[src/hdl/flct_pkg.sv]
// ----------------------------------------------------------------------------
// flct_pkg
// Shared types and constants of the filtered list cursor table: payload
// words, operation codes, register indexes and the controller/datapath link.
// ----------------------------------------------------------------------------
`default_nettype none

package flct_pkg;

  // table geometry
  localparam int DEPTH = 32;
  localparam int IDX_W = $clog2(DEPTH);
  localparam int CNT_W = $clog2(DEPTH + 1);

  // field widths of the payload words
  localparam int KIND_W = 3;
  localparam int INDEX_W = 8;
  localparam int TYPE_W = 8;
  localparam int POS_W = 5;
  localparam int COUNT_W = 6;

  // operation codes
  localparam logic [KIND_W-1:0] KIND_ADD = 3'd0;
  localparam logic [KIND_W-1:0] KIND_UPDATE = 3'd1;
  localparam logic [KIND_W-1:0] KIND_DELETE = 3'd2;
  localparam logic [KIND_W-1:0] KIND_SELECT = 3'd3;
  localparam logic [KIND_W-1:0] KIND_NEXT = 3'd4;
  localparam logic [KIND_W-1:0] KIND_PREV = 3'd5;
  localparam logic [KIND_W-1:0] KIND_QUERY = 3'd6;

  // configuration register indexes
  localparam int REG_IDX_W = 1;
  localparam int REG_DATA_W = 8;
  localparam logic [REG_IDX_W-1:0] REG_TYPE_FILTER = 1'd0;
  localparam logic [REG_IDX_W-1:0] REG_FAV_ONLY = 1'd1;

  // type filter value that lets every type pass
  localparam logic [TYPE_W-1:0] TYPE_ANY = 8'hFF;

  // input word
  typedef struct packed {
    logic [KIND_W-1:0]  kind;
    logic [INDEX_W-1:0] index;
    logic [TYPE_W-1:0]  entry_type;
    logic               entry_favorite;
  } item_t;

  // result word
  typedef struct packed {
    logic               ok;
    logic [POS_W-1:0]   written_index;
    logic [COUNT_W-1:0] entry_count;
    logic [COUNT_W-1:0] match_count;
    logic               cursor_valid;
    logic [POS_W-1:0]   cursor_position;
    logic [TYPE_W-1:0]  cursor_type;
    logic               cursor_favorite;
  } result_t;

  // one stored entry
  typedef struct packed {
    logic [TYPE_W-1:0] etype;
    logic              fav;
  } entry_t;

  // controller to datapath commands
  typedef struct packed {
    logic load;
    logic exec;
    logic shift_rd;
    logic shift_wr;
    logic del_end;
    logic scan_start;
    logic scan;
    logic find;
    logic step;
    logic move;
    logic cur_rd;
    logic capture;
  } dp_cmd_t;

  // datapath to controller status
  typedef struct packed {
    logic [KIND_W-1:0] kind;
    logic              idx_ok;
    logic              shift_more;
    logic              scan_done;
    logic              fc_zero;
  } dp_status_t;

endpackage

`default_nettype wire

[src/hdl/filtered_list_cursor_table.sv]
// ----------------------------------------------------------------------------
// filtered_list_cursor_table
// Ordered, compacted table of up to 32 entries with a count, a selection
// cursor and a type/favourite filter; one result word per command word.
// ----------------------------------------------------------------------------
// A command word is taken when start is high and busy is low; busy then stays
// high until the result word appears on result for exactly one cycle with
// done high, and it must be taken in that cycle since the block cannot hold
// it. Every command runs a scan of the held entries through the single read
// port of the entry memory, one entry a cycle; a valid delete first shifts
// each later entry down one place (read then write through the same port),
// and next/prev add a second scan to find the new cursor position when any
// entry passes the filter. The longest command is a delete at position 0 of
// a full table. Configuration writes on wr_en/wr_index/wr_data take effect
// at once and belong between commands. The entry memory needs no clearing
// pass.
// ----------------------------------------------------------------------------
`default_nettype none

module filtered_list_cursor_table import flct_pkg::*; (
  input  wire logic                  clk,
  input  wire logic                  rst,
  input  wire logic                  start,
  output logic                       busy,
  input  wire item_t                 item,
  output logic                       done,
  output result_t                    result,
  input  wire logic                  wr_en,
  input  wire logic [REG_IDX_W-1:0]  wr_index,
  input  wire logic [REG_DATA_W-1:0] wr_data
);

  dp_cmd_t    cmd;
  dp_status_t status;

  // sequencer
  flct_ctrl u_ctrl (
    .clk    (clk),
    .rst    (rst),
    .start  (start),
    .status (status),
    .busy   (busy),
    .done   (done),
    .cmd    (cmd)
  );

  // table, cursor and scan datapath
  flct_dp u_dp (
    .clk      (clk),
    .rst      (rst),
    .item     (item),
    .wr_en    (wr_en),
    .wr_index (wr_index),
    .wr_data  (wr_data),
    .cmd      (cmd),
    .status   (status),
    .result   (result)
  );

endmodule

`default_nettype wire

[src/hdl/flct_dp.sv]
// ----------------------------------------------------------------------------
// flct_dp
// Datapath: entry memory, count and cursor registers, filter registers,
// pipelined scan over the held entries, shift for delete, result register.
// ----------------------------------------------------------------------------
`default_nettype none

module flct_dp import flct_pkg::*; (
  input  wire logic                  clk,
  input  wire logic                  rst,
  input  wire item_t                 item,
  input  wire logic                  wr_en,
  input  wire logic [REG_IDX_W-1:0]  wr_index,
  input  wire logic [REG_DATA_W-1:0] wr_data,
  input  wire dp_cmd_t               cmd,
  output dp_status_t                 status,
  output result_t                    result
);

  // entry memory, no reset: only positions below the count are used
  entry_t mem [DEPTH];
  entry_t rdata;

  // control state
  logic [CNT_W-1:0]  held;
  logic [IDX_W-1:0]  cur_idx;
  logic              cur_set;
  logic [TYPE_W-1:0] tfilt;
  logic              fonly;

  // per-word working registers
  item_t             lat;
  logic              ok;
  logic [IDX_W-1:0]  written;
  logic [IDX_W-1:0]  sp;
  logic [CNT_W-1:0]  scan_addr;
  logic              pend;
  logic [IDX_W-1:0]  pend_pos;
  logic [CNT_W-1:0]  fc_acc;
  logic [CNT_W-1:0]  rank_acc;
  logic              cur_pass;
  logic [CNT_W-1:0]  nr;
  logic [IDX_W-1:0]  found_pos;
  result_t           res;

  // combinational helpers
  logic              full;
  logic              idx_ok;
  logic              shift_more;
  logic              pass;
  logic [CNT_W-1:0]  rank;
  logic [CNT_W-1:0]  held_dec;
  logic              we;
  logic [IDX_W-1:0]  waddr;
  entry_t            wdata;
  logic [IDX_W-1:0]  raddr;

  assign full = (held == CNT_W'(DEPTH));
  assign idx_ok = (16'(lat.index) < 16'(held));
  assign shift_more = ((CNT_W'(sp) + CNT_W'(1)) < held);
  assign held_dec = held - CNT_W'(1);

  // filter test on the entry read back last cycle
  assign pass = ((tfilt == TYPE_ANY) || (rdata.etype == tfilt)) && (!fonly || rdata.fav);

  // filtered rank of the cursor, zero when the cursor is unset or outside the filtered set
  assign rank = (cur_set && cur_pass) ? rank_acc : '0;

  // memory write port
  always_comb begin
    we = 1'b0;
    waddr = lat.index[IDX_W-1:0];
    wdata = '{etype: lat.entry_type, fav: lat.entry_favorite};
    if (cmd.shift_wr) begin
      we = 1'b1;
      waddr = sp;
      wdata = rdata;
    end else if (cmd.exec && lat.kind == KIND_ADD) begin
      we = !full;
      waddr = held[IDX_W-1:0];
    end else if (cmd.exec && lat.kind == KIND_UPDATE) begin
      we = idx_ok;
    end
  end

  // memory read address
  always_comb begin
    if (cmd.shift_rd) begin
      raddr = sp + IDX_W'(1);
    end else if (cmd.cur_rd) begin
      raddr = cur_idx;
    end else begin
      raddr = scan_addr[IDX_W-1:0];
    end
  end

  // memory
  always_ff @(posedge clk) begin
    if (we) begin
      mem[waddr] <= wdata;
    end
    rdata <= mem[raddr];
  end

  // count, cursor and configuration registers
  always_ff @(posedge clk) begin
    if (rst) begin
      held <= '0;
      cur_idx <= '0;
      cur_set <= 1'b0;
      tfilt <= TYPE_ANY;
      fonly <= 1'b0;
    end else begin
      if (wr_en) begin
        case (wr_index)
          REG_TYPE_FILTER: tfilt <= wr_data;
          REG_FAV_ONLY:    fonly <= wr_data[0];
          default: ;
        endcase
      end
      if (cmd.exec) begin
        case (lat.kind)
          KIND_ADD: begin
            if (!full) begin
              held <= held + CNT_W'(1);
              if (!cur_set) begin
                cur_set <= 1'b1;
                cur_idx <= '0;
              end
            end
          end
          KIND_SELECT: begin
            if (idx_ok) begin
              cur_idx <= lat.index[IDX_W-1:0];
              cur_set <= 1'b1;
            end
          end
          default: ;
        endcase
      end
      // end of delete: drop the count and clamp the cursor
      if (cmd.del_end) begin
        held <= held_dec;
        if (held_dec == '0) begin
          cur_set <= 1'b0;
          cur_idx <= '0;
        end else if (cur_set && CNT_W'(cur_idx) >= held_dec) begin
          cur_idx <= IDX_W'(held_dec - CNT_W'(1));
        end
      end
      if (cmd.move) begin
        cur_idx <= found_pos;
        cur_set <= 1'b1;
      end
    end
  end

  // working registers of one word
  always_ff @(posedge clk) begin
    if (cmd.load) begin
      lat <= item;
      ok <= 1'b0;
      written <= '0;
    end
    if (cmd.exec) begin
      sp <= lat.index[IDX_W-1:0];
      case (lat.kind)
        KIND_ADD: begin
          ok <= !full;
          if (!full) begin
            written <= held[IDX_W-1:0];
          end
        end
        KIND_UPDATE, KIND_DELETE, KIND_SELECT: ok <= idx_ok;
        KIND_QUERY: ok <= 1'b1;
        default: ok <= 1'b0;
      endcase
    end
    if (cmd.shift_wr) begin
      sp <= sp + IDX_W'(1);
    end
    if (cmd.move) begin
      ok <= 1'b1;
    end

    // pipelined scan: issue one read a cycle, judge it the cycle after
    if (cmd.scan_start) begin
      scan_addr <= '0;
      pend <= 1'b0;
      fc_acc <= '0;
      rank_acc <= '0;
      cur_pass <= 1'b0;
    end else if (cmd.scan) begin
      if (scan_addr < held) begin
        pend <= 1'b1;
        pend_pos <= scan_addr[IDX_W-1:0];
        scan_addr <= scan_addr + CNT_W'(1);
      end else begin
        pend <= 1'b0;
      end
      if (pend) begin
        if (pass) begin
          fc_acc <= fc_acc + CNT_W'(1);
          if (pend_pos < cur_idx) begin
            rank_acc <= rank_acc + CNT_W'(1);
          end
          if (cmd.find && fc_acc == nr) begin
            found_pos <= pend_pos;
          end
        end
        if (pend_pos == cur_idx) begin
          cur_pass <= pass;
        end
      end
    end

    // target rank for next or prev
    if (cmd.step) begin
      if (lat.kind == KIND_NEXT) begin
        nr <= (rank + CNT_W'(1) == fc_acc) ? '0 : rank + CNT_W'(1);
      end else begin
        nr <= (rank == '0) ? fc_acc - CNT_W'(1) : rank - CNT_W'(1);
      end
    end

    // result word
    if (cmd.capture) begin
      res.ok <= ok;
      res.written_index <= POS_W'(written);
      res.entry_count <= COUNT_W'(held);
      res.match_count <= COUNT_W'(fc_acc);
      res.cursor_valid <= cur_set;
      res.cursor_position <= cur_set ? POS_W'(cur_idx) : '0;
      res.cursor_type <= cur_set ? rdata.etype : '0;
      res.cursor_favorite <= cur_set ? rdata.fav : 1'b0;
    end
  end

  // status to the controller
  assign status.kind = lat.kind;
  assign status.idx_ok = idx_ok;
  assign status.shift_more = shift_more;
  assign status.scan_done = (scan_addr >= held) && !pend;
  assign status.fc_zero = (fc_acc == '0);

  assign result = res;

  // a set cursor always points at a held entry
  a_cursor_in_range: assert property (@(posedge clk) disable iff (rst)
    cur_set |-> (CNT_W'(cur_idx) < held))
    else $error("cursor beyond held entries");

  // an unset cursor rests at position zero
  a_cursor_unset_zero: assert property (@(posedge clk) disable iff (rst)
    !cur_set |-> (cur_idx == '0))
    else $error("unset cursor not at zero");

  // the count never passes the table depth
  a_held_bound: assert property (@(posedge clk) disable iff (rst)
    held <= CNT_W'(DEPTH))
    else $error("entry count beyond depth");

endmodule

`default_nettype wire

[src/hdl/flct_ctrl.sv]
// ----------------------------------------------------------------------------
// flct_ctrl
// Controller: sequences one word through execute, delete shift, filter scans,
// cursor step, cursor read and result capture.
// ----------------------------------------------------------------------------
`default_nettype none

module flct_ctrl import flct_pkg::*; (
  input  wire logic       clk,
  input  wire logic       rst,
  input  wire logic       start,
  input  wire dp_status_t status,
  output logic            busy,
  output logic            done,
  output dp_cmd_t         cmd
);

  typedef enum logic [3:0] {
    S_IDLE,
    S_EXEC,
    S_SHIFT_RD,
    S_SHIFT_WR,
    S_SCAN_RANK,
    S_STEP,
    S_SCAN_FIND,
    S_MOVE,
    S_SCAN_COUNT,
    S_CUR_RD,
    S_CAPTURE
  } state_t;

  state_t state;
  state_t state_next;

  // next state and datapath commands
  always_comb begin
    state_next = state;
    cmd = '0;
    case (state)
      S_IDLE: begin
        if (start) begin
          cmd.load = 1'b1;
          state_next = S_EXEC;
        end
      end
      S_EXEC: begin
        cmd.exec = 1'b1;
        if (status.kind == KIND_DELETE && status.idx_ok) begin
          state_next = S_SHIFT_RD;
        end else if (status.kind == KIND_NEXT || status.kind == KIND_PREV) begin
          cmd.scan_start = 1'b1;
          state_next = S_SCAN_RANK;
        end else begin
          cmd.scan_start = 1'b1;
          state_next = S_SCAN_COUNT;
        end
      end
      S_SHIFT_RD: begin
        if (status.shift_more) begin
          cmd.shift_rd = 1'b1;
          state_next = S_SHIFT_WR;
        end else begin
          cmd.del_end = 1'b1;
          cmd.scan_start = 1'b1;
          state_next = S_SCAN_COUNT;
        end
      end
      S_SHIFT_WR: begin
        cmd.shift_wr = 1'b1;
        state_next = S_SHIFT_RD;
      end
      S_SCAN_RANK: begin
        cmd.scan = 1'b1;
        if (status.scan_done) begin
          state_next = S_STEP;
        end
      end
      S_STEP: begin
        if (status.fc_zero) begin
          state_next = S_CUR_RD;
        end else begin
          cmd.step = 1'b1;
          cmd.scan_start = 1'b1;
          state_next = S_SCAN_FIND;
        end
      end
      S_SCAN_FIND: begin
        cmd.scan = 1'b1;
        cmd.find = 1'b1;
        if (status.scan_done) begin
          state_next = S_MOVE;
        end
      end
      S_MOVE: begin
        cmd.move = 1'b1;
        state_next = S_CUR_RD;
      end
      S_SCAN_COUNT: begin
        cmd.scan = 1'b1;
        if (status.scan_done) begin
          state_next = S_CUR_RD;
        end
      end
      S_CUR_RD: begin
        cmd.cur_rd = 1'b1;
        state_next = S_CAPTURE;
      end
      S_CAPTURE: begin
        cmd.capture = 1'b1;
        state_next = S_IDLE;
      end
      default: begin
        state_next = S_IDLE;
      end
    endcase
  end

  // state and registered outputs
  always_ff @(posedge clk) begin
    if (rst) begin
      state <= S_IDLE;
      busy <= 1'b0;
      done <= 1'b0;
    end else begin
      state <= state_next;
      busy <= (state_next != S_IDLE);
      done <= (state == S_CAPTURE);
    end
  end

  // a taken word makes the block busy on the next cycle
  a_start_busy: assert property (@(posedge clk) disable iff (rst)
    (start && !busy) |=> busy)
    else $error("word taken but block not busy");

  // the result strobe comes only once the block is free again
  a_done_free: assert property (@(posedge clk) disable iff (rst)
    done |-> (!busy && $past(state == S_CAPTURE)))
    else $error("result strobe outside capture");

endmodule

`default_nettype wire
[config.mk]
export PLATFORM = sky130hd
export DESIGN_NAME = filtered_list_cursor_table
export DESIGN_NICKNAME = d
export VERILOG_FILES = /design/src/hdl/flct_pkg.sv /design/src/hdl/filtered_list_cursor_table.sv /design/src/hdl/flct_dp.sv /design/src/hdl/flct_ctrl.sv
export SDC_FILE = /design/constraint.sdc
export NUM_CORES = 1
export LEC_CHECK = 0
export ABC_AREA = 0
export ABC_CLOCK_PERIOD_IN_PS = 3200
export BUFFER_PORTS_ARGS = -buffer_cell sky130_fd_sc_hd__buf_2
export CAP_MARGIN = 20
export CORE_AREA = 2 2 308 310
export CTS_CLUSTER_DIAMETER = 50
export CTS_CLUSTER_SIZE = 20
export DETAILED_ROUTE_END_ITERATION = 8
export DIE_AREA = 0 0 310 312
export PLACE_DENSITY = 0.46
export SETUP_SLACK_MARGIN = 0.4
export SKIP_CTS_REPAIR_TIMING = 1
export SLEW_MARGIN = 10
export SYNTH_ARGS = -nofsm -noshare
export SYNTH_HDL_FRONTEND = slang
export SYNTH_SLANG_ARGS = --single-unit
[constraint.sdc]
create_clock -name clk -period 3.2 [get_ports clk]
set_input_delay 0 -clock clk [delete_from_list [all_inputs] [get_ports clk]]
set_output_delay 0 -clock clk [all_outputs]
set_load 0.02 [all_outputs]
=== Yosys cells after proc, flatten, opt, wreduce, memory -nomap -nowiden ===
Memories as Yosys holds them, arrays and structs flattened. A register that Yosys moved wholly into a read port is not among the register bits.
Index checks and enable logic that the tools add are counted.
W data, S select, Z words.

* Latch bits: 0
* Memories kept: 1
* RAM bits: 288
* Output and inout bits: 35
* Register bits after elaboration: 127
* ROM bits: 0
* Logic and storage cells: 179

* Muxes and demuxes: 70
* Eq/ne operators: 23
* Reductions and logical operators: 35
* Divide/modulo/power cells: 0
* Shifts and indexed selects: 0
* Add/subtract/negate cells: 11
* Multipliers: 0
* $lt $le $gt $ge: 6
* Bitwise gates (word level): 2

{| class="wikitable"
|+ Memories
! name !! words !! bits a word !! rd ports !! clocked after memory_dff !! wr ports !! line !! source
|-
| u_dp.mem || 32 || 9 || 1 || 1 || 1 || flct_dp.sv:21 || <nowiki>entry_t mem [DEPTH];</nowiki>
|}

{| class="wikitable"
|+ Operators by type and width
! operator !! number
|-
| $mux W5 || 18
|-
| $mux W6 || 8
|-
| $pmux W4 S10 || 1
|-
| $mux W4 || 8
|-
| $add A6 B1 Y6 const B || 5
|-
| $mux W1 || 29
|-
| $logic_not A6 Y1 || 3
|-
| $sub A6 B1 Y6 const B || 3
|-
| $eq A4 B3 Y1 const B || 4
|-
| $eq A4 B4 Y1 const B || 3
|-
| $eq A6 B6 Y1 || 2
|-
| $lt A6 B6 Y1 || 2
|-
| $reduce_and A3 Y1 || 4
|-
| $pmux W5 S2 || 1
|-
| $eq A3 B3 Y1 const B || 3
|-
| $mux W9 || 1
|-
| $eq A4 B2 Y1 const B || 2
|-
| $eq A8 B8 Y1 || 1
|-
| $eq A8 B8 Y1 const B || 1
|-
| $logic_and A1 B1 Y1 || 8
|-
| $lt A8 B6 Y1 || 1
|-
| $reduce_bool A2 Y1 || 4
|-
| $add A5 B1 Y6 const B || 1
|-
| $eq A3 B2 Y1 const B || 2
|-
| other kinds (23) || 32
|}

=== Depth between registers and ports, before layout ===
Gate-level depths: netlist (run 1).

* Depth after elaboration: 8
* Depth in mapped cells: 15
* Mapped depth without buffers: 12

=== Cells and area by module ===
From an unflattened synthesis (run 1), not the netlist that was laid out.

* Cell total of the unflattened synthesis: 1587
* Area, all modules: 19413.6 um^2

{| class="wikitable"
|+ By module, submodules not included
! module !! seq. area each (um^2) !! area each (um^2) !! cells an instance !! instances
|-
| flct_dp || 11991.5 || 18899.4 || 1529 || 1
|-
| flct_ctrl || 120.1 || 514.2 || 58 || 1
|}

=== Worst setup path before layout (run 1) ===
No wires, ideal clock.

* Path kind: register to register
* Start point: reg u_dp.sp[0]
* End point: reg u_dp.rdata[7] (netlist name)
* Period minus slack after synthesis: 3.426 ns
* Data arrival time: 3.310 ns
* Data required time: 3.084 ns
* Slack: -0.226 ns
* Cell stages (with the launch flop): 14
* Library setup time: 0.116 ns
* Cells stage by stage: edfxtp_1 -> ha_1 -> nand3_1 -> xor2_1 -> inv_1 -> ha_1 -> and4_1 -> o21a_1 -> or2_1 -> buf_6 -> mux2i_4 -> nor3_1 -> a22oi_1 -> and4_1

* Cells in the longest elaborated chain, start to end: 5
* Elaborated cells on any way between the ends: 6
* Those cells by class: 2 x add/sub; 1 x order compare; 3 x mux

{| class="wikitable"
|+ Ends and longest elaborated chain
! element !! line !! source
|-
| start: declaration || flct_dp.sv:35 || <nowiki>logic [IDX_W-1:0] sp;</nowiki>
|-
| start signal: assignment || flct_dp.sv:166 || <nowiki>sp <= lat.index[IDX_W-1:0];</nowiki>
|-
| start signal: assignment || flct_dp.sv:180 || <nowiki>sp <= sp + IDX_W'(1);</nowiki>
|-
| $add A5 B1 Y6 || flct_dp.sv:60 || <nowiki>assign shift_more = ((CNT_W'(sp) + CNT_W'(1)) < held);</nowiki>
|-
| $lt A6 B6 Y1 || flct_dp.sv:60 ||
|-
| $mux W1 || flct_ctrl.sv:59 || <nowiki>if (status.shift_more) begin</nowiki>
|-
| $mux W1 || flct_ctrl.sv:39 || <nowiki>case (state)</nowiki>
|-
| $mux W5 * || flct_dp.sv:88 || <nowiki>if (cmd.shift_rd) begin</nowiki>
|}

Mark *: on every way between the ends. The rest lies on a longest branch, timed or not.
A chain may end at the register's enable or synchronous reset.

=== Worst setup path in the final report (run 1) ===
* Start point: reg u_dp.sp[3]
* End point: reg u_dp.rdata[8] (netlist name)

* Cells in the longest elaborated chain, start to end: 5
* Elaborated cells on any way between the ends: 6
* Those cells by class: 2 x add/sub; 1 x order compare; 3 x mux

{| class="wikitable"
|+ Ends and longest elaborated chain
! element !! line
|-
| $add A5 B1 Y6 || flct_dp.sv:60
|-
| $lt A6 B6 Y1 || flct_dp.sv:60
|-
| $mux W1 || flct_ctrl.sv:59
|-
| $mux W1 || flct_ctrl.sv:39
|-
| $mux W5 * || flct_dp.sv:88
|}

Marks and branches as above.

==> results of run 1 <==
==> cell type report <==
cell class | instances | area (um2)
antenna | 1 | 2.50
clock buffer | 77 | 1800
clock inverter | 52 | 642
fill | 9238 | 62000
inverter | 33 | 124
multi-input combinational | 1486 | 10800
sequential | 424 | 12100
tap | 1254 | 1570
timing repair buffer | 380 | 4040
==> cells by family after synthesis <==
logic type | count (synthesis) | share of synthesized area
AOI/OAI and AO/OA | 585 | 0.194
xor gates and xnor gates | 56 | 0.0212
adders and majority gates | 37 | 0.0200
buffers and inverters | 228 | 0.0417
DFF | 424 | 0.524
muxes | 105 | 0.0475
and+or+nand+nor | 703 | 0.152
==> worst max-delay path, cell delays in order, from the launching register on <==
cell and delay, ns:
edfxtp_1 0.50, buf_4 0.19, nand3_4 0.06, xor2_2 0.18, inv_2 0.07, ha_4 0.27, nand2_2 0.05, o211ai_1 0.25
buf_6 0.21, clkbuf_8 0.40, o211ai_1 0.14, nand3_1 0.22, mux2i_1 0.12, buf_4 0.15, a22oi_1 0.25, and4_1 0.23
==> registers in the layout, indices dropped and copies added, names as in the netlist, 6 cells and up <==
| signal | flops |
|---|---|
| u_dp.held | 6 |
| u_dp.lat | 17 |
| u_dp.rank_acc | 6 |
| u_dp.nr | 6 |
| u_dp.result | 33 |
| u_dp.scan_addr | 6 |
| u_dp.tfilt | 8 |
| u_dp.fc_acc | 6 |
| u_dp.rdata | 9 |
| u_dp.mem | 288 |
==> power breakdown <==
part	leakage, nW	internal (mW)	switching (mW)
logic	6.19	1.87	3.03
registers	3.79	6.45	0.335
clock network	1.18	4.89	2.96
==> worst max path at each step <==
stage / slack [ns] / to
floorplan: 0.09 / u_dp.rdata[0]$_DFF_P_
global placement: -0.39 / u_dp.rdata[1]$_DFF_P_
detailed placement: -0.35 / u_dp.rdata[1]$_DFF_P_
CTS: -0.38 / u_dp.rdata[1]$_DFF_P_
global route: -0.35 / u_dp.rdata[0]$_DFF_P_
finish: -0.20 / u_dp.rdata[8]$_DFF_P_
==> layer usage <==
layer | GRT usage | up-vias
met1 | 0.212 | 9503
met5 | 0 | -
met2 | 0.259 | 529
met4 | 0.0436 | 0
met3 | 0.0237 | 113
li1 | - | 8669
==> cell usage in the layout, fill, tap and decap left out, types with 10 or more instances in the layout <==
cell type      instances
edfxtp_1             362
o211ai_1             291
nand2_1              252
buf_4                166
nand2b_1             152
a211o_1              152
nand3_1               94
mux2i_1               83
clkbuf_16             79
buf_12                68
buf_2                 67
dfxtp_1               60
nor2_1                44
a22oi_1               36
nor2_4                34
ha_1                  33
dlygate4sd3_1         33
xor2_1                32
inv_1                 30
buf_6                 28
a21oi_1               24
nor3_1                21
xnor2_1               20
o21ai_0               17
and2_1                16
inv_6                 15
nor2b_1               13
and4_1                12
mux2_2                10
==> per-stage QoR <==
| step | power (mW) | instances | hold slack, ns | setup slack, ns | setup TNS [ns] |
|---|---|---|---|---|---|
| 2_1_floorplan | 9.33 | 2138 | 0.0989 | 0.0942 | 0 |
| 3_3_place_gp | 11.0 | 3495 | 0.178 | -0.390 | -8.02 |
| 3_5_place_dp | 11.1 | 3495 | 0.178 | -0.348 | -7.67 |
| 4_1_cts | 19.1 | 3624 | -0.499 | -0.380 | -9.37 |
| 5_1_grt | 20.3 | 3706 | 0.0256 | -0.350 | -2.66 |
| 6_report | 19.5 | 3707 | -0.00697 | -0.201 | -1.21 |
==> summary.txt, run 1 <==
status: finished with violations
violated checks: negative hold slack, negative setup slack
first-pass GRT wire length: 115,000 um
reg-to-reg setup timing slack: -0.20 ns
global route total overflow: 0
CP required: 3.75 ns
Met3 Routed Length: 3820 um
Total Wirelength: 79,200 um
H-tree Lvls: 3
number of global-route vias before repair: 18,000
Worst R2R Path Depth: 15
number of flops mapped to enable cells by yosys: 362
worst setup margin: -0.201 ns
final worst path period need: 3.40 ns
Seq/Total Area, Yosys: 0.524
area grow syn2layout: 34.3%
Leak Pwr: 11.2 nW
die extent in x: 310 um
Yosys top cell by area: edfxtp_1
asr flop ratio synth: 0
dpl cell area: 27,000 um2
Worst Setup Start Kind: flip-flop
largest net degree at the start of global routing: 129
Max rail drop VDD: 0.703 mV
endpoints failing hold: 4
worst r2r src: u_dp.sp[3]$_DFFE_PP_
worst min-delay path class: in2reg
Die H: 312 um
PortBufs: 67
crit-path max FO: 60
Synth Register Bits: 424
DR iter-0 viols: 1,505
worst-skew pair later-pin latency: 0.63 ns
Primary FF master, synth: edfxtp_1
slew margin rel.: 0.328
Worst Max-Slew Pin Slew: 1.01 ns
Synth area leaders: edfxtp_1 (47%), o211ai_1 (9.4%), a211o_1 (5.8%)
clock-pin slew on the worst setup and hold paths: 0.05 ns
Syn. warnings: 0
RSZ-0062 raised after global routing: yes
commonest cells in the synthesized netlist: edfxtp_1 (362), o211ai_1 (291), nand2_1 (259)
Finished Cell Area: 31,100 um2
synthesized cell area: 23,100 um2
Mapped Cells: 2,138
IO Pins: 68
post-DR wirelength/cell: 21.4 um
Row Count: 112
most frequent cell after synthesis: edfxtp_1
Synth Net Count: 2,208
Setup crit start: u_dp.sp[3]$_DFFE_PP_
DRC Markers: 0
Max clock buf depth: 3
Critical Path AT: 3.95 ns
hold endpoint: u_dp.tfilt[0]$_SDFFE_PP1P_
Initial Util: 0.249
Vias per Instance: 5.08
Hold Startpoint: wr_index
area of the die: 96,700 um2
Netlist cell types: 65
initial antenna violation count: 0
final period utilization: 1.06
fmax: 0.294 GHz
Root Buffer: clkbuf_16
Final ANT Viol Nets: 0
clock sink count: 424
Detailed Routing Iterations Pass 1: 6
pins over their slew limit: 0
hold path depth: 5
Final HPWL DP: 51,200 um
GR Util All Layers: 0.157
hold_ws: -0.00697 ns
Yosys top cell area share: 0.470
skew final: 0.0431 ns
share of layout cells above drive strength 1: 0.240
FF-to-FF End: u_dp.rdata[8]$_DFF_P_
critical path class: reg2reg
# nets final: 2,465
via count: 18,800
DRT met1 WL: 35,400 um
core footprint: 93,000 um2
CTS Buf Count: 70
CTS tree: done
routed length on met2: 38,200 um
highest routed layer: met4
Mapped Avg Cell Area: 10.8 um2
P per Cell Area: 629 nW/um2
max cap viols: 0
GP Congestion: 0.874
final core occ: 0.334
endpoints failing setup: 9
CP Capture Type: flip-flop
Power figures use the tool's default switching activity.
==> inputs of run 2 (changes only) <==
--- a/config.mk
+++ b/config.mk
@@ -9,12 +9,13 @@
 export ABC_CLOCK_PERIOD_IN_PS = 3200
 export BUFFER_PORTS_ARGS = -buffer_cell sky130_fd_sc_hd__buf_2
 export CAP_MARGIN = 20
-export CORE_AREA = 2 2 308 310
+export CORE_AREA = 2 2 281 283
 export CTS_CLUSTER_DIAMETER = 50
 export CTS_CLUSTER_SIZE = 20
 export DETAILED_ROUTE_END_ITERATION = 8
-export DIE_AREA = 0 0 310 312
-export PLACE_DENSITY = 0.46
+export DIE_AREA = 0 0 283 285
+export HOLD_SLACK_MARGIN = 0.06
+export PLACE_DENSITY = 0.52
 export SETUP_SLACK_MARGIN = 0.4
 export SKIP_CTS_REPAIR_TIMING = 1
 export SLEW_MARGIN = 10
==> constraint.sdc (replaced) <==
create_clock -name clk -period 3.2 [get_ports clk]
set_input_delay 0.16 -clock clk [delete_from_list [all_inputs] [get_ports clk]]
set_output_delay 0.16 -clock clk [all_outputs]
set_load 0.02 [all_outputs]
==> summary.txt, run 2 (same netlist as run 1, synthesis figures left out) <==
post-DR wirelength/cell: 22.3 um (+4.4%)
CTS tree: done
die extent in x: 283 um (-8.7%)
PortBufs: 67 (unchanged)
commonest non-fill, non-tap cell in the layout: edfxtp_1
Critical Path AT: 3.88 ns (-0.07 ns)
area grow syn2layout: 30.9%
Worst Max-Slew Pin Slew: 1.01 ns (+0.00350 ns)
critical path, cell by cell: buf_4, nand3_1, xor2_1, inv_1, ha_4, a21oi_4, o211ai_1, or2_4, mux2i_4, buf_12, buf_12, mux2i_4, buf_6, a22oi_1, buf_4, and4_1
Top reg by flops: u_dp.mem
skew final: 0.0534 ns (+0.0102 ns)
Final HPWL DP: 49,700 um (-3.0%)
Clk pwr share: 0.343 (-0.059)
number of global-route vias before repair: 17,600 (-2.2%)
Vias per Instance: 5.48 (+8.0%)
crit-path max FO: 8 (-87%)
global route total overflow: 0 (unchanged)
CP required: 3.70 ns (-0.05 ns)
pins over their slew limit: 0 (unchanged)
core footprint: 78,000 um2 (-16%)
dpl ws: -0.331 ns (+0.0176 ns)
area of the die: 80,700 um2 (-17%)
Max rail drop VDD: 0.429 mV (-39%)
worst min-delay path class: in2reg
max cap viols: 0 (unchanged)
Seq pwr share: 0.382 (+0.035)
# nets final: 2,422 (-1.7%)
crit path buf inv count: 6 (+1)
DR iter-0 viols: 1,842 (+22%)
critical path class: reg2reg
slew margin rel.: 0.325 (-0.00233)
Leak Pwr: 10.8 nW (-3.5%)
Row Count: 103 (-8.0%)
Crit-path slowest cell: edfxtp_1
Gate power share: 0.275 (+0.024)
dpl cell area: 26,600 um2 (-1.6%)
endpoints failing setup: 9 (unchanged)
IO Pins: 68 (unchanged)
Cell Int Power: 11.7 mW (-11%)
final core occ: 0.388 (+0.0547)
worst r2r src: u_dp.sp[0]$_DFFE_PP_
Worst path max stage delay: 0.46 ns (-0.04 ns)
violated checks: negative setup slack
clock sink count: 424 (unchanged)
hold endpoint: u_dp.written[0]$_DFF_P_
via count: 18,900 (+0.35%)
switching portion of total power: 0.334 (+0.0107)
worst-skew pair later-pin latency: 0.62 ns (about the same)
CTS Buf Count: 52 (-26%)
status: finished with violations
P_sw: 5.89 mW (-6.9%)
most frequent cells in the layout: edfxtp_1 (362), o211ai_1 (291), nand2_1 (252), nand2b_1 (152), a211o_1 (152)
Inserted Diodes: 0 (-1)
endpoints failing hold: 0 (-4)
Filler Cell Count: 7,315 (-21%)
final period utilization: 1.06 (-0.00583)
Finished Cell Area: 30,300 um2 (-2.5%)
GR Util All Layers: 0.177 (+0.0204)
Worst R2R Path Depth: 16 (+1)
hold path depth: 4 (-1)
GP Congestion: 0.871 (-0.31%)
Hold Startpoint: start
TNS Setup: -1.37 ns (-0.155 ns)
Die H: 285 um (-8.7%)
final worst path period need: 3.38 ns (-0.0186 ns)
Worst path top cell family by delay: buffers and inverters
Total Wirelength: 76,900 um (-3.0%)
RSZ-0062 raised after global routing: yes
largest net degree at the start of global routing: 150 (+16%)
final non-filler cell total: 3,445 (-7.1%)
Detailed Routing Iterations Pass 1: 7 (+1)
clock-pin slew on the worst setup and hold paths: 0.06 ns (about the same)
H-tree Lvls: 2 (-1)
CP Capture Type: flip-flop
Root Buffer: clkbuf_16
Max clock buf depth: 3 (unchanged)
P per Cell Area: 582 nW/um2 (-7.6%)
area of the multi-input gates: 10,900 um2 (+1.5%)
FF-to-FF End: u_dp.rdata[4]$_DFF_P_
DRC Markers: 0 (unchanged)
hold_ws: 0.0433 ns (+0.0502 ns)
share of layout cells above drive strength 1: 0.233 (-0.00681)
fmax: 0.296 GHz (+0.55%)
worst setup margin: -0.182 ns (+0.0186 ns)
Design Power: 17.6 mW (-9.9%)
first-pass GRT wire length: 111,000 um (-4.1%)
initial antenna violation count: 2 (+2)
DP Cell Count: 3,262 (-6.7%)
FF/Latch Area: 12,100 um2 (about the same)
Largest register FFs: 288 (unchanged)
Final ANT Viol Nets: 0 (unchanged)
Initial Util: 0.297 (+0.0481)
reg-to-reg setup timing slack: -0.18 ns (+0.02 ns)
Worst Setup Start Kind: flip-flop
run 2: cell types whose count changed in the layout (fill, tap and decap cells not counted), sizes merged:
cell	previous run	this run
dlygate4sd3	33	32
bufinv	9	3
clkbuf	87	76
buf	337	307
clkinv	20	14
clkinvlp	5	6
inv	51	47
diode	1	0
run 2: area by class of cell:
cell class                      instances  share of cell area
Sequential cell                       424               0.400
Multi-Input combinational cell       1486               0.361
Timing Repair Buffer                  355               0.132
Clock buffer                           60              0.0460
Tap cell                             1050              0.0434
Clock inverter                         37              0.0131
Inverter                               33             0.00409
run 2: how the worst max path moves through the flow:
stage                          from                     to  slack [ns]  cells past startpoint
6_report       u_dp.sp[0]$_DFFE_PP_  u_dp.rdata[4]$_DFF_P_       -0.18                     16
5_1_grt        u_dp.sp[0]$_DFFE_PP_  u_dp.rdata[3]$_DFF_P_       -0.28                     15
4_1_cts        u_dp.sp[0]$_DFFE_PP_  u_dp.rdata[5]$_DFF_P_       -0.31                     16
3_5_place_dp   u_dp.sp[0]$_DFFE_PP_  u_dp.rdata[5]$_DFF_P_       -0.33                     16
3_3_place_gp   u_dp.sp[0]$_DFFE_PP_  u_dp.rdata[8]$_DFF_P_       -0.29                     16
2_1_floorplan  u_dp.sp[0]$_DFFE_PP_  u_dp.rdata[0]$_DFF_P_        0.09                     13
run 2: per-layer routing:
layer | track usage | share of wire
met1 | 0.241 | 0.43
met2 | 0.284 | 0.47
met3 | 0.0340 | 0.065
met4 | 0.0582 | 0.033
met5 | 0 | 0
run 2: worst reg2reg max path, delay by kind of cell, from the launching register on:
family	cells	cell delay (ns)
AO/OA/AOI/OAI	3	0.43
buffers and inverters	6	0.89
flip-flops	1	0.46
XOR/XNOR	1	0.20
adder cells (fa/ha/maj)	1	0.28
AND/OR/NAND/NOR	3	0.46
multiplexers	2	0.60
run 2: power by group through the flow:
| stage | Combinational (mW) | Sequential [mW] | Clock, mW |
|---|---|---|---|
| 2_1_floorplan | 2.64 | 6.69 | 0 |
| 3_3_place_gp | 4.09 | 6.83 | 0 |
| 3_5_place_dp | 4.20 | 6.82 | 0 |
| 4_1_cts | 4.22 | 6.71 | 6.18 |
| 5_1_grt | 5.18 | 6.75 | 6.37 |
| 6_report | 4.84 | 6.74 | 6.04 |
